--- src/rtl/fpa_queue.sv ---
// ----------------------------------------------------------------------------
// Fixed-point ALU decoupling queue
// A two-entry queue that lets front and back end stall independently.
// ----------------------------------------------------------------------------
`default_nettype none
module fpa_queue #(
	parameter int WIDTH = 8
) (
	input  wire logic             clk,
	input  wire logic             arst_n,
	input  wire logic             w_valid,
	output logic                  w_ready,
	input  wire logic [WIDTH-1:0] w_data,
	output logic                  r_valid,
	input  wire logic             r_ready,
	output logic [WIDTH-1:0]      r_data
);
	logic [WIDTH-1:0] mem_q [2];
	logic             wp_q, rp_q;
	logic [1:0]       cnt_q;
	logic             wr, rd;

	assign w_ready = cnt_q != 2'd2;
	assign r_valid = cnt_q != 2'd0;
	assign r_data  = mem_q[rp_q];
	assign wr      = w_valid && w_ready;
	assign rd      = r_valid && r_ready;

	always_ff @(posedge clk or negedge arst_n) begin
		if (!arst_n) begin
			wp_q  <= 1'b0;
			rp_q  <= 1'b0;
			cnt_q <= 2'd0;
		end else begin
			if (wr) wp_q <= !wp_q;
			if (rd) rp_q <= !rp_q;
			cnt_q <= cnt_q + {1'b0, wr} - {1'b0, rd};
		end
	end

	always_ff @(posedge clk) begin
		if (wr) mem_q[wp_q] <= w_data;
	end

endmodule
`default_nettype wire

--- config.mk ---
export PLATFORM = sky130hd
export DESIGN_NAME = fpa_queue
export DESIGN_NICKNAME = d
export VERILOG_FILES = /design/src/rtl/fpa_queue.sv
export SDC_FILE = /design/constraint.sdc
export NUM_CORES = 1
export LEC_CHECK = 0
export BUFFER_PORTS_ARGS = -buffer_cell sky130_fd_sc_hd__buf_2
export CORE_AREA = 2 2 46 48
export CTS_BUF_LIST = sky130_fd_sc_hd__clkbuf_4 sky130_fd_sc_hd__clkbuf_8 sky130_fd_sc_hd__clkbuf_16
export DETAILED_ROUTE_END_ITERATION = 16
export DIE_AREA = 0 0 48 50
export GPL_TIMING_DRIVEN = 0
export PLACE_DENSITY = 0.75
export RECOVER_POWER = 50
export SLEW_MARGIN = 5
export SYNTH_ARGS = -nofsm -noshare
export SYNTH_HDL_FRONTEND = slang
export SYNTH_SLANG_ARGS = --single-unit
--- constraint.sdc ---
create_clock -name clk -period 1.2 [get_ports clk]
set_input_delay 0.12 -clock clk [delete_from_list [all_inputs] [get_ports clk]]
set_output_delay 0.12 -clock clk [all_outputs]
set_load 0.01 [all_outputs]
==> impl_metrics.yaml <==
synth:
  ys_ff_latch: 20
  yosysMostFrequentCell: "edfxtp_1"
  synth_area_leaders: "edfxtp_1 59%, dfrtp_1 12%, mux2_2 11%"
  ys.flop_type: "edfxtp_1"
  synth_top_cell_by_area: "edfxtp_1"
  netlist_instances: 47
  synth_warnings: 0
  synth_enable_flop_cells: 16
  synth_top_area_share_pct: 59.4
  ys_seq_area_share_pct: 71.7
  synth.cell_area_um2: 810
  synth_cell_types: 17
  avgSynthCellArea_um2: 17.2
  syn_nets: 60
  async_flop_share_pct: 20.0
  yosys-top-cells-count: "16 x edfxtp_1, 8 x mux2_2, 4 x dfrtp_1"
clocking:
  insertion_delay_ns: 0.29
  htree_num_levels: 1
  clk_pin_slew_ns: 0.10
  cts_buffer_depth: 2
  cts_sinks: 20
  cts_buffers: 3
  cts_tree: "done"
  cts-root-buf: "clkbuf_4"
die:
  die_area_um2: 2400
  ioPinCount: 22
  initial_core_util_pct: 42.6
  rows: 16
  die_h_um: 50
  core_area_um2: 1900
  die_w_um: 48
drt:
  wl_um: 1440
  drt_iter0_drc: 4
  drt.antenna.violating_nets: 0
  dr.pass1.iters: 4
  vias_per_cell: 4.59
  wire_per_inst_um: 12.9
  route.detailed.drc: 0
  vias: 510
status:
  violations: "negative setup slack"
  outcome: "finished, violations left"
sta:
  fmax_ghz: 0.726
  rsz0062_at_grt: "true"
  layout_setup_ws_ns: -0.178
  finClkSkew_ns: 0.00382
  setup_viol: 28
  worst_pin_slew_ns: 0.290
  finalHoldViolCount: 0
  maxSlewViolCount: 0
  slew_headroom_pct: 80.7
  period_share_pct: 115
  fin_crit_ns: 1.38
place:
  place_congestion: 0.708
  pre_cts_slack_ns: -0.0877
  hpwl_um: 837
  io_buffers: 21
worst_setup_path:
  crit_type: "reg2out"
  startpoint_type: "flip-flop"
  crit_arrival_ns: 1.26
  crit_required_ns: 1.08
  worstPathMaxFanout: 9
  cp-end-kind: "output port"
global_route:
  grt_overflow: 0
  grt_max_degree: 12
  grtUsageTotal_pct: 12.5
  antenna_found_initial: 0
  grt_pass1_wl_um: 2010
  grt_pass1_vias: 497
cells_and_area:
  layout-drive-gt1-share_pct: 54.8
  diodes: 0
  nNetsFinal: 98
  area_delta_synth_final_pct: 45.3
pwr:
  total_power_uw: 2640
  cellPowerDensity_nw_per_um2: 2240
  p_leak_uw: 0.000464
  ir_worst_vdd_mv: 1.26
hold_path:
  worstHoldPathType: "in2reg"
job:
  cap_violations: 0
-- kinds of logic (layout without fill, tap and decap cells) --
| logic type | Yosys count | count (layout) | synth area share [%] |
|---|---|---|---|
| compound gates | 3 | 3 | 3.71 |
| xor+xnor | 3 | 3 | 3.25 |
| fa+ha+maj | 1 | 1 | 1.55 |
| buf+inv | 1 | 38 | 0.618 |
| flops | 20 | 20 | 71.7 |
| mux | 8 | 8 | 11.1 |
| simple gates | 11 | 11 | 8.04 |
-- metal layers --
layer  vias up  global-route usage (%)  part of all wire (%)
met4         0                    6.76                     0
li1        250                       -                     -
met3         0                    3.66                   3.2
met5         -                       0                     0
met1       249                    12.2                    38
met2        11                    22.0                    59
-- what timing repair did --
| item | CTS | global route |
|---|---|---|
| endpoints found under the setup margin | 28 | 19 |
| pin swaps | 5 | 3 |
| hold buffers | 1 | 6 |
| buffers inserted | 3 | 2 |
| endpoints found under the hold margin | 4 | 12 |
| gates resized for setup | 11 | 5 |
-- state kept, by name, indices dropped and copies added, names as in the netlist --
signal / count
wp_q: 1
rp_q: 1
mem_q: 16
cnt_q: 2
-- cell usage in the layout (no fill, tap or decap) --
cell type | netlist | layout
o21ai_0 | 1 | 1
nor2_1 | 3 | 2
buf_6 | 0 | 7
dlygate4sd3_1 | 0 | 7
nor4bb_2 | 1 | 1
buf_2 | 1 | 12
xnor2_2 | 0 | 1
nand2_1 | 2 | 1
nor2_4 | 0 | 1
buf_4 | 0 | 4
ha_2 | 0 | 1
nand3_1 | 1 | 1
xnor2_1 | 3 | 2
or2_1 | 1 | 1
clkbuf_4 | 0 | 3
edfxtp_1 | 16 | 16
dfrtp_2 | 0 | 1
clkbuf_8 | 0 | 1
clkbuf_2 | 0 | 1
o21ba_1 | 1 | 1
clkbuf_1 | 0 | 3
and3_4 | 0 | 1
dfrtp_1 | 4 | 3
mux2_2 | 8 | 8
nor2b_4 | 0 | 1
nand2_4 | 0 | 1
nand2b_4 | 0 | 1
a311oi_2 | 1 | 1
-- cell type report --
cell class | count | area [um2]
multi-input combinational | 26 | 269
buffer | 1 | 11.3
tap | 27 | 33.8
timing repair buffer | 33 | 244
fill | 147 | 726
clock buffer | 4 | 36.3
sequential | 20 | 582
-- through the flow --
stage               setup TNS [ns]  hold WS (ns)  instance area, um2  util (%)  std cells
floorplan                   -0.193        -0.176                 821         -         47
global placement            -0.786       -0.0699                 960      50.5         95
detailed placement          -0.932       -0.0693                 960      50.5         95
CTS                          -1.72       0.00352                1070      56.5        103
global route                 -3.54        0.0339                1180      61.8        111
finish                       -2.08        0.0387                1180      61.8        111
-- power breakdown --
group | internal, uW | switching (uW) | total, uW
clock | 185 | 182 | 367
combinational | 691 | 484 | 1180
sequential | 971 | 122 | 1090
total | 1850 | 789 | 2640
-- critical path: stages (launching register included) --
cell and delay [ns]:
dfrtp_1 0.35, buf_6 0.14, mux2_2 0.34, buf_2 0.14
-- worst paths after layout --
path | cells after the start | to | start | slack (ns)
setup / recovery | 3 | r_data[0] | rp_q | -0.18
hold / removal | 1 | mem_q[0][7] | w_data[7] | 0.04
setup reg to reg | 4 | cnt_q[0] | cnt_q[1] | -0.09
hold reg to reg | 1 | wp_q | wp_q | 0.57
max in group asynchronous | 2 | cnt_q[1] | arst_n | 0.81
min in group asynchronous | 2 | cnt_q[0] | arst_n | 0.18
Power figures use the tool's default switching activity.
